<file path="config.mk">
export PLATFORM = sky130hd
export DESIGN_NAME = byte_pattern_search_replace_core
export DESIGN_NICKNAME = d
export VERILOG_FILES = /design/src/hw/rtl/bpsr_pkg.sv /design/src/hw/rtl/bpsr_queue.sv /design/src/hw/rtl/bpsr_back.sv /design/src/hw/rtl/byte_pattern_search_replace_core.sv
export VERILOG_INCLUDE_DIRS = /design/src /design/src/hw/rtl
export SDC_FILE = /design/constraint.sdc
export NUM_CORES = 1
export LEC_CHECK = 0
export ABC_AREA = 1
export BUFFER_PORTS_ARGS = -buffer_cell sky130_fd_sc_hd__buf_4
export CAP_MARGIN = 20
export CORE_ASPECT_RATIO = 0.7
export CORE_MARGIN = 2
export CORE_UTILIZATION = 60
export DETAILED_ROUTE_END_ITERATION = 6
export PLACE_DENSITY = 0.76
export RECOVER_POWER = 100
export SLEW_MARGIN = 5
export SYNTH_ARGS = -nofsm -noshare
export SYNTH_HDL_FRONTEND = slang
export SYNTH_SLANG_ARGS = --single-unit
</file>
<file path="constraint.sdc">
create_clock -name clk_i -period 9.2 [get_ports clk_i]
set_input_delay 0 -clock clk_i [delete_from_list [all_inputs] [get_ports clk_i]]
set_output_delay 0 -clock clk_i [all_outputs]
set_load 0.01 [all_outputs]
</file>
<file path="src/hw/rtl/assert_macros.svh">
// Assertion helpers for the RTL file that checks itself.
`ifndef ASSERT_MACROS_SVH
`define ASSERT_MACROS_SVH

// The condition must hold at every clock edge outside reset.
`define ASSERT_ALWAYS(label, cond, msg) \
  label: assert property (@(posedge clk_i) disable iff (!rst_ni) (cond)) else $error(msg);

// Whenever the antecedent holds, the consequent must hold in the same cycle.
`define ASSERT_IMPLIES(label, ante, cons, msg) \
  label: assert property (@(posedge clk_i) disable iff (!rst_ni) (ante) |-> (cons)) \
    else $error(msg);

`endif

</file>
<file path="src/hw/rtl/bpsr_pkg.sv">
`default_nettype none

package bpsr_pkg;

  // Configuration register indexes.
  typedef enum logic [2:0] {
    REG_PATTERN_LOW      = 3'd0,
    REG_PATTERN_HIGH     = 3'd1,
    REG_REPLACEMENT_LOW  = 3'd2,
    REG_REPLACEMENT_HIGH = 3'd3,
    REG_PATTERN_LENGTH   = 3'd4,
    REG_REPLACE_ENABLE   = 3'd5
  } reg_index_e;

  localparam int unsigned CFG_INDEX_W  = 3;
  localparam int unsigned CFG_DATA_W   = 64;
  localparam int unsigned CFG_BYTES    = 16;
  localparam int unsigned QUEUE_DEPTH  = 4;
  localparam int unsigned QUEUE_PTR_W  = 2;

  // One input beat as it sits in the queue.
  typedef struct packed {
    logic       last;
    logic [7:0] data;
  } item_t;

  // Settings the window engine needs.
  typedef struct packed {
    logic [8*CFG_BYTES-1:0] pattern;
    logic [8*CFG_BYTES-1:0] replacement;
    logic                   replace_en;
  } cfg_t;

  // One result beat.
  typedef struct packed {
    logic        last;
    logic [31:0] total;
    logic        start;
    logic [31:0] position;
    logic [7:0]  data;
  } result_t;

  // Window engine states.
  typedef enum logic [1:0] {
    ST_RUN   = 2'b01,
    ST_FLUSH = 2'b10
  } bk_state_e;

endpackage

`default_nettype wire

</file>
<file path="src/hw/rtl/bpsr_queue.sv">
`default_nettype none

module bpsr_queue
  import bpsr_pkg::*;
(
  input  wire logic  clk_i,
  input  wire logic  rst_ni,
  input  wire logic  push_i,
  input  wire item_t push_item_i,
  output logic       full_o,
  input  wire logic  pop_i,
  output logic       head_valid_o,
  output item_t      head_item_o
);

  item_t                   mem_q [QUEUE_DEPTH];
  logic [QUEUE_PTR_W-1:0]  wr_ptr_q, rd_ptr_q;
  logic [QUEUE_PTR_W:0]    count_q;

  assign full_o       = (count_q == (QUEUE_PTR_W+1)'(QUEUE_DEPTH));
  assign head_valid_o = (count_q != '0);
  assign head_item_o  = mem_q[rd_ptr_q];

  always_ff @(posedge clk_i) begin
    if (push_i) begin
      mem_q[wr_ptr_q] <= push_item_i;
    end
  end

  always_ff @(posedge clk_i or negedge rst_ni) begin
    if (!rst_ni) begin
      wr_ptr_q <= '0;
      rd_ptr_q <= '0;
      count_q  <= '0;
    end else begin
      if (push_i) begin
        wr_ptr_q <= wr_ptr_q + 1'b1;
      end
      if (pop_i) begin
        rd_ptr_q <= rd_ptr_q + 1'b1;
      end
      if (push_i && !pop_i) begin
        count_q <= count_q + 1'b1;
      end else if (pop_i && !push_i) begin
        count_q <= count_q - 1'b1;
      end
    end
  end

endmodule

`default_nettype wire

</file>
<file path="src/hw/rtl/bpsr_back.sv">
`default_nettype none

module bpsr_back
  import bpsr_pkg::*;
#(
  parameter int unsigned MAX_PATTERN = 16,
  parameter int unsigned LW          = $clog2(MAX_PATTERN + 1)
) (
  input  wire logic          clk_i,
  input  wire logic          rst_ni,
  input  wire cfg_t          cfg_i,
  input  wire logic [LW-1:0] len_i,
  input  wire logic          head_valid_i,
  input  wire item_t         head_item_i,
  output logic               pop_o,
  output logic               out_valid_o,
  input  wire logic          out_ready_i,
  output result_t            out_o
);

  logic [7:0]  win_q [MAX_PATTERN];
  logic [7:0]  win_d [MAX_PATTERN];
  logic [7:0]  cand  [MAX_PATTERN];
  logic [7:0]  full  [MAX_PATTERN];
  logic [7:0]  sh_win  [MAX_PATTERN];
  logic [7:0]  sh_full [MAX_PATTERN];
  logic [7:0]  pat [MAX_PATTERN];
  logic [7:0]  rep [MAX_PATTERN];
  logic [MAX_PATTERN-1:0] eq;

  logic [LW-1:0] fill_q, fill_d;
  bk_state_e     state_q, state_d;
  logic [31:0]   pos_q, pos_d, mcnt_q, mcnt_d, mcnt_inc;
  result_t       out_q;
  logic          ovalid_q;

  logic        adv, surplus, completes, hit, len_one;
  logic        emit, emit_start, emit_last;
  logic [7:0]  emit_byte;
  logic [31:0] emit_total;

  // Bytes past the sixteenth configured byte read as zero.
  for (genvar g = 0; g < MAX_PATTERN; g++) begin : g_cfg_bytes
    if (g < CFG_BYTES) begin : g_in
      assign pat[g] = cfg_i.pattern[8*g +: 8];
      assign rep[g] = cfg_i.replacement[8*g +: 8];
    end else begin : g_out
      assign pat[g] = 8'h00;
      assign rep[g] = 8'h00;
    end
  end

  assign adv       = !ovalid_q || out_ready_i;
  assign surplus   = (fill_q >= len_i);
  assign completes = (({1'b0, fill_q} + 1'b1) == {1'b0, len_i});
  assign len_one   = (len_i == LW'(1));
  assign mcnt_inc  = (mcnt_q == 32'hFFFF_FFFF) ? mcnt_q : mcnt_q + 32'd1;

  // Window as it looks once the head byte is appended.
  always_comb begin
    for (int i = 0; i < MAX_PATTERN; i++) begin
      cand[i] = (fill_q == LW'(i)) ? head_item_i.data : win_q[i];
      eq[i]   = (LW'(i) >= len_i) || (cand[i] == pat[i]);
    end
  end

  assign hit = &eq;

  always_comb begin
    for (int i = 0; i < MAX_PATTERN; i++) begin
      full[i] = (hit && cfg_i.replace_en) ? rep[i] : cand[i];
    end
  end

  always_comb begin
    for (int i = 0; i < MAX_PATTERN - 1; i++) begin
      sh_win[i]  = win_q[i+1];
      sh_full[i] = full[i+1];
    end
    sh_win[MAX_PATTERN-1]  = 8'h00;
    sh_full[MAX_PATTERN-1] = 8'h00;
  end

  always_comb begin
    win_d      = win_q;
    fill_d     = fill_q;
    state_d    = state_q;
    pop_o      = 1'b0;
    emit       = 1'b0;
    emit_byte  = win_q[0];
    emit_start = 1'b0;
    emit_last  = 1'b0;
    emit_total = mcnt_q;
    mcnt_d     = mcnt_q;
    pos_d      = pos_q;

    unique case (state_q)
      ST_RUN: begin
        if (head_valid_i && adv) begin
          if (surplus) begin
            // Window longer than the pattern after a length change.
            emit   = 1'b1;
            win_d  = sh_win;
            fill_d = fill_q - 1'b1;
          end else begin
            pop_o = 1'b1;
            if (completes) begin
              emit       = 1'b1;
              emit_byte  = full[0];
              emit_start = hit;
              emit_total = hit ? mcnt_inc : mcnt_q;
              mcnt_d     = emit_total;
              emit_last  = head_item_i.last && len_one;
              win_d      = sh_full;
              if (head_item_i.last && !len_one) begin
                state_d = ST_FLUSH;
              end
            end else begin
              win_d  = cand;
              fill_d = fill_q + 1'b1;
              if (head_item_i.last) begin
                state_d = ST_FLUSH;
              end
            end
          end
        end
      end
      ST_FLUSH: begin
        if (adv) begin
          emit      = 1'b1;
          emit_last = (fill_q == LW'(1));
          win_d     = sh_win;
          fill_d    = fill_q - 1'b1;
          if (emit_last) begin
            state_d = ST_RUN;
          end
        end
      end
      default: state_d = ST_RUN;
    endcase

    if (emit) begin
      if (emit_last) begin
        pos_d  = '0;
        mcnt_d = '0;
      end else begin
        pos_d = pos_q + 32'd1;
      end
    end
  end

  always_ff @(posedge clk_i) begin
    win_q <= win_d;
    if (emit) begin
      out_q.data     <= emit_byte;
      out_q.position <= pos_q;
      out_q.start    <= emit_start;
      out_q.total    <= emit_total;
      out_q.last     <= emit_last;
    end
  end

  always_ff @(posedge clk_i or negedge rst_ni) begin
    if (!rst_ni) begin
      fill_q   <= '0;
      state_q  <= ST_RUN;
      pos_q    <= '0;
      mcnt_q   <= '0;
      ovalid_q <= 1'b0;
    end else begin
      fill_q  <= fill_d;
      state_q <= state_d;
      pos_q   <= pos_d;
      mcnt_q  <= mcnt_d;
      if (emit) begin
        ovalid_q <= 1'b1;
      end else if (out_ready_i) begin
        ovalid_q <= 1'b0;
      end
    end
  end

  assign out_valid_o = ovalid_q;
  assign out_o       = out_q;

endmodule

`default_nettype wire

</file>
<file path="src/hw/rtl/byte_pattern_search_replace_core.sv">
// A byte that completes the window passes the input queue and then the output register.
// Throughput: one byte per cycle in steady state while input is queued and the output
// accepts; the window compare is combinational. A final beat flushes every byte left in
// the window (at most one less than the pattern length). Beats after a pattern length
// shrink first drain the surplus, one byte per cycle while the output accepts.
// Reset (rst_ni low, asynchronous) empties queue and window and clears all counters.
`default_nettype none
`include "assert_macros.svh"

module byte_pattern_search_replace_core
  import bpsr_pkg::*;
#(
  parameter int unsigned MAX_PATTERN = 16
) (
  input  wire logic                   clk_i,
  input  wire logic                   rst_ni,
  // Configuration write port.
  input  wire logic                   cfg_we_i,
  input  wire logic [CFG_INDEX_W-1:0] cfg_addr_i,
  input  wire logic [CFG_DATA_W-1:0]  cfg_wdata_i,
  // Input stream.
  input  wire logic                   s_axis_tvalid,
  output logic                        s_axis_tready,
  input  wire logic [7:0]             s_axis_tdata,   // data_byte
  input  wire logic                   s_axis_tlast,   // data_last
  // Output stream.
  output logic                        m_axis_tvalid,
  input  wire logic                   m_axis_tready,
  output logic [71:0]                 m_axis_tdata,   // out_byte, out_position, match_total
  output logic                        m_axis_tuser,   // match_start
  output logic                        m_axis_tlast    // out_last
);

  localparam int unsigned LW = $clog2(MAX_PATTERN + 1);

  // The configuration registers. The pattern length is stored already
  // clamped to the range the window supports, so the engine never sees
  // zero or a length beyond its storage.
  logic [CFG_DATA_W-1:0] pat_lo_q, pat_hi_q, rep_lo_q, rep_hi_q;
  logic                  rep_en_q;
  logic [LW-1:0]         len_q, len_wr;
  logic [4:0]            len_raw;

  assign len_raw = cfg_wdata_i[4:0];

  always_comb begin
    if (len_raw == 5'd0) begin
      len_wr = LW'(1);
    end else if (32'(len_raw) > MAX_PATTERN) begin
      len_wr = LW'(MAX_PATTERN);
    end else begin
      len_wr = LW'(len_raw);
    end
  end

  always_ff @(posedge clk_i or negedge rst_ni) begin
    if (!rst_ni) begin
      pat_lo_q <= '0;
      pat_hi_q <= '0;
      rep_lo_q <= '0;
      rep_hi_q <= '0;
      len_q    <= LW'(1);
      rep_en_q <= 1'b0;
    end else if (cfg_we_i) begin
      unique case (cfg_addr_i)
        REG_PATTERN_LOW:      pat_lo_q <= cfg_wdata_i;
        REG_PATTERN_HIGH:     pat_hi_q <= cfg_wdata_i;
        REG_REPLACEMENT_LOW:  rep_lo_q <= cfg_wdata_i;
        REG_REPLACEMENT_HIGH: rep_hi_q <= cfg_wdata_i;
        REG_PATTERN_LENGTH:   len_q    <= len_wr;
        REG_REPLACE_ENABLE:   rep_en_q <= cfg_wdata_i[0];
        default: ;
      endcase
    end
  end

  cfg_t cfg;
  assign cfg.pattern     = {pat_hi_q, pat_lo_q};
  assign cfg.replacement = {rep_hi_q, rep_lo_q};
  assign cfg.replace_en  = rep_en_q;

  // Front: every input beat is taken as long as the queue has room, so
  // the window engine stalling on the output never blocks the input
  // directly until the queue fills.
  item_t q_in, q_head;
  logic  q_full, q_valid, q_pop, q_push;

  assign s_axis_tready = !q_full;
  assign q_push        = s_axis_tvalid && s_axis_tready;
  assign q_in.data     = s_axis_tdata;
  assign q_in.last     = s_axis_tlast;

  bpsr_queue u_queue (
    .clk_i        (clk_i),
    .rst_ni       (rst_ni),
    .push_i       (q_push),
    .push_item_i  (q_in),
    .full_o       (q_full),
    .pop_i        (q_pop),
    .head_valid_o (q_valid),
    .head_item_o  (q_head)
  );

  // Back: the sliding window, compare, replace and flush sequencing. It
  // owns the output register that decouples it from the consumer.
  result_t res;

  bpsr_back #(
    .MAX_PATTERN (MAX_PATTERN),
    .LW          (LW)
  ) u_back (
    .clk_i        (clk_i),
    .rst_ni       (rst_ni),
    .cfg_i        (cfg),
    .len_i        (len_q),
    .head_valid_i (q_valid),
    .head_item_i  (q_head),
    .pop_o        (q_pop),
    .out_valid_o  (m_axis_tvalid),
    .out_ready_i  (m_axis_tready),
    .out_o        (res)
  );

  assign m_axis_tdata = {res.total, res.position, res.data};
  assign m_axis_tuser = res.start;
  assign m_axis_tlast = res.last;

  // The stored length always lies inside the window's capacity.
  `ASSERT_ALWAYS(a_len_range, (len_q != '0) && (32'(len_q) <= MAX_PATTERN), "length out of range")

  // The engine only takes a beat that the queue actually holds.
  `ASSERT_IMPLIES(a_pop_valid, q_pop, q_valid, "pop from empty queue")

  // A beat that starts a match has been counted.
  `ASSERT_IMPLIES(a_start_counted, m_axis_tvalid && m_axis_tuser, m_axis_tdata[71:40] != 32'd0,
                  "match start with zero match total")

endmodule

`default_nettype wire

</file>
==> run_results.csv <==
group,metric,value,unit
drt,wl_per_cell,22.4,µm
floorplanning,die_area,0.0540,mm²
job,max-cap-violations,14,
logic_synthesis,ys_seq_area_frac,0.501,
worst_hold_path,holdPathStages,2,
logic_synthesis,ys_seq_elements,579,
floorplanning,start_util,0.612,
setup_path,crit_end,"u_back.pos_q[2]",
power,p_per_area,375,mW/mm²
final_layout,fin_nets,4135,
timing,hold_viol,0,
power,p_leak,16.3,nW
drt,vias,29100,
logic_synthesis,synth_warnings,0,
timing,setup_viol,0,
setup_path,critPathArrivalTime,7.77,ns
floorplanning,dieHeight,195,µm
run_status,status,"finished, violations left",
global_route,antenna_found_initial,2,
place,port_buffers,156,
timing,fin_skew,0.0294,ns
timing,maxSlewViolCount,867,
worst_hold_path,hold_class,"input pin to flip-flop",
drt,first_iter_violations,4638,
place,gp_congestion,1.02,
timing,period_needed,7.24,ns
place,dpl.hpwl,70.4,mm
logic_synthesis,synth.net_count,3979,
timing,tightest_slew,5.26,ns
logic_synthesis,synth.avg_cell_area,8.07,µm²
setup_path,cp_data_required_time,9.73,ns
logic_synthesis,ys_async_sr_fraction,0.589,
clocking,cts.htree.levels,2,
clocking,cts_root_buffer,"clkbuf_16",
timing,tns,0,ns
setup_path,worstSetupStartpointType,"flip-flop",
run_status,violations,"design-rule violations, max-capacitance violations, max-slew violations",
clocking,path_clk_slew,0.06,ns
logic_synthesis,synth-main-ff-cell,"dfrtp_1",
global_route,grt.total_usage,0.390,
setup_path,end_kind,"flip-flop",
global_route,grt_pass1_vias,26500,
floorplanning,core,0.0511,mm²
logic_synthesis,synth-edff-count,238,
final_layout,n_antenna_cell,0,
timing,rsz0062_at_grt,"false",
floorplanning,row_count,69,
setup_path,path_max_fanout,27,
drt,wirelength,106,mm
setup_path,regToRegSetupSlack,1.96,ns
clocking,cts_buffer_depth,3,
final_layout,fin_util,0.683,
timing,slew_headroom,-2.51,
final_layout,drive_gt1_frac,0.0669,
final_layout,fillCellCount,4331,
logic_synthesis,synth_cells,3877,
global_route,grt_start_max_net_pins,99,
drt,drt_pass1_iterations,7,
timing,final_min_period_over_clock_period,0.787,
clocking,cts_buffers,57,
setup_path,r2r_end,"u_back.pos_q[2]",
clocking,cts_resized,0,
timing,fmaxAchievable,138,MHz
drt,drc,3,
logic_synthesis,synth_cell_types,47,
clocking,insertion_delay,0.65,ns
setup_path,critPathKind,"flip-flop to flip-flop",
setup_path,startpoint,"u_back.fill_q[2]",
power,ir_drop,470,µV
drt,antenna_left,0,
global_route,overflow,0,
final_layout,syn2layout_area_growth,11.6,%
clocking,clock-sinks,579,
floorplanning,fp.dieW,277,µm
logic_synthesis,syn_area,0.0313,mm²
setup_path,rr_startpoint,"u_back.fill_q[2]",
power,power.total,13.1,mW
clocking,cts_tree,"yes",
global_route,grt_pass1_wl,162,mm
drt,viasPerCell,6.11,
setup_path,r2r_cells,14,
floorplanning,io_pins,157,
==> worst min-delay path by stage <==
stage	startpoint	endpoint	slack, ns
global route	s_axis_tlast	u_queue.mem_q[3][8]	0.24
global placement	rst_ni	pat_hi_q[56]	0.06
detailed placement	rst_ni	rep_hi_q[56]	0.06
floorplan	rst_ni	len_q[1]	-0.30
CTS	s_axis_tdata[1]	u_queue.mem_q[2][1]	0.11
finish	s_axis_tdata[3]	u_queue.mem_q[1][3]	0.19
==> kinds of logic (layout without fill, tap and decap cells) <==
| family | count (synthesis) | after routing | synth area share |
|---|---|---|---|
| DFF | 579 | 579 | 0.501 |
| xor gates and xnor gates | 44 | 44 | 0.0123 |
| adders and majority gates | 21 | 21 | 0.00864 |
| and+or+nand+nor | 2055 | 2055 | 0.283 |
| buffers and inverters | 598 | 802 | 0.0788 |
| AOI/OAI and AO/OA | 580 | 580 | 0.116 |
==> cell usage after synthesis, drive strengths merged (35+ instances only) <==
cell type / count / area (µm²)
nand2: 1313 / 4970
inv: 420 / 1580
nand3: 380 / 1990
o21ai: 347 / 1750
dfrtp: 339 / 8480
edfxtp: 238 / 7150
nor2: 191 / 796
clkbuf: 115 / 432
o211ai: 107 / 1100
buf: 63 / 458
nand4: 53 / 332
a21oi: 44 / 220
xor2: 40 / 350
nand3b: 35 / 263
o22ai: 35 / 219
==> what timing repair did <==
action                                 CTS  global route
hold buffers                            86             0
buffers inserted                         0             0
endpoints found under the hold margin  396             0
==> layer usage <==
metal | global-route usage | part of all wire | up-vias
met5 | 0 | 0.00024 | -
met4 | 0.120 | 0.036 | 4
met3 | 0.142 | 0.17 | 281
met2 | 0.519 | 0.39 | 2117
met1 | 0.589 | 0.41 | 13500
li1 | - | - | 13100
==> critical path, stage by stage, from the launching register on <==
cell and delay, ns:
dfrtp_1 0.56, nand2_1 0.32, nor2_1 0.19, ha_1 0.29, a22oi_1 0.20, nand2_1 0.07
nor4_1 0.54, nand2_1 0.85, nor2_1 0.76, o21ai_0 0.16, a21oi_1 1.60, inv_1 0.87
o21ai_0 0.44, nand2_1 0.09, a31oi_1 0.20
==> cells in the final DEF, fill, tap and decap left out, types with 8 or more instances in the layout <==
cell	count
clkinv_2	12
nand2_2	10
edfxtp_1	238
bufinv_16	10
nand4_1	53
nor2_1	174
o22ai_1	35
nand2_1	1301
clkbuf_1	108
ha_1	20
buf_4	86
o21ai_1	8
inv_1	403
nand3b_1	35
nand3_1	371
dlygate4sd3_1	86
dfrtp_1	339
clkbuf_16	59
o21bai_1	30
a21oi_1	44
nor3_1	32
o21ai_0	336
o211ai_1	105
inv_2	17
xor2_1	40
nor4_1	14
nor2_2	10
or2_2	28
==> where the power goes <==
part           total [mW]  internal, mW  switching [mW]
logic                5.86          1.63            4.23
clock network        2.57          1.50            1.07
registers            4.65          3.99           0.659
==> per-stage QoR <==
stage,area (µm²),std cells,setup WS (ns),hold slack [ns]
2_1_floorplan,31300,3877,2.29,-0.296
3_3_place_gp,32700,4560,3.15,0.0550
3_5_place_dp,32700,4560,3.03,0.0558
4_1_cts,35600,4753,3.04,0.106
5_1_grt,34900,4755,1.56,0.235
6_report,34900,4755,1.96,0.194
==> sequential cells by signal, summed over array words and instances (netlist names), 36 cells and up <==
| register | cells |
|---|---|
| rep_lo_q | 64 |
| u_back.sh_win | 120 |
| rep_hi_q | 64 |
| pat_hi_q | 64 |
| u_queue.mem_q | 36 |
| u_back.out_o | 74 |
| pat_lo_q | 64 |
==> cell type report <==
type | instances | area, µm² | area share
inverters | 420 | 1580 | 0.0452
flip-flops and latches | 579 | 15700 | 0.449
repair buffers | 275 | 1930 | 0.0553
multi-input cells | 2700 | 12800 | 0.368
clock buffers | 75 | 1600 | 0.0458
clock inverters | 32 | 415 | 0.0119
well taps | 674 | 843 | 0.0242
Note: power is estimated with default switching activity, not from simulation.
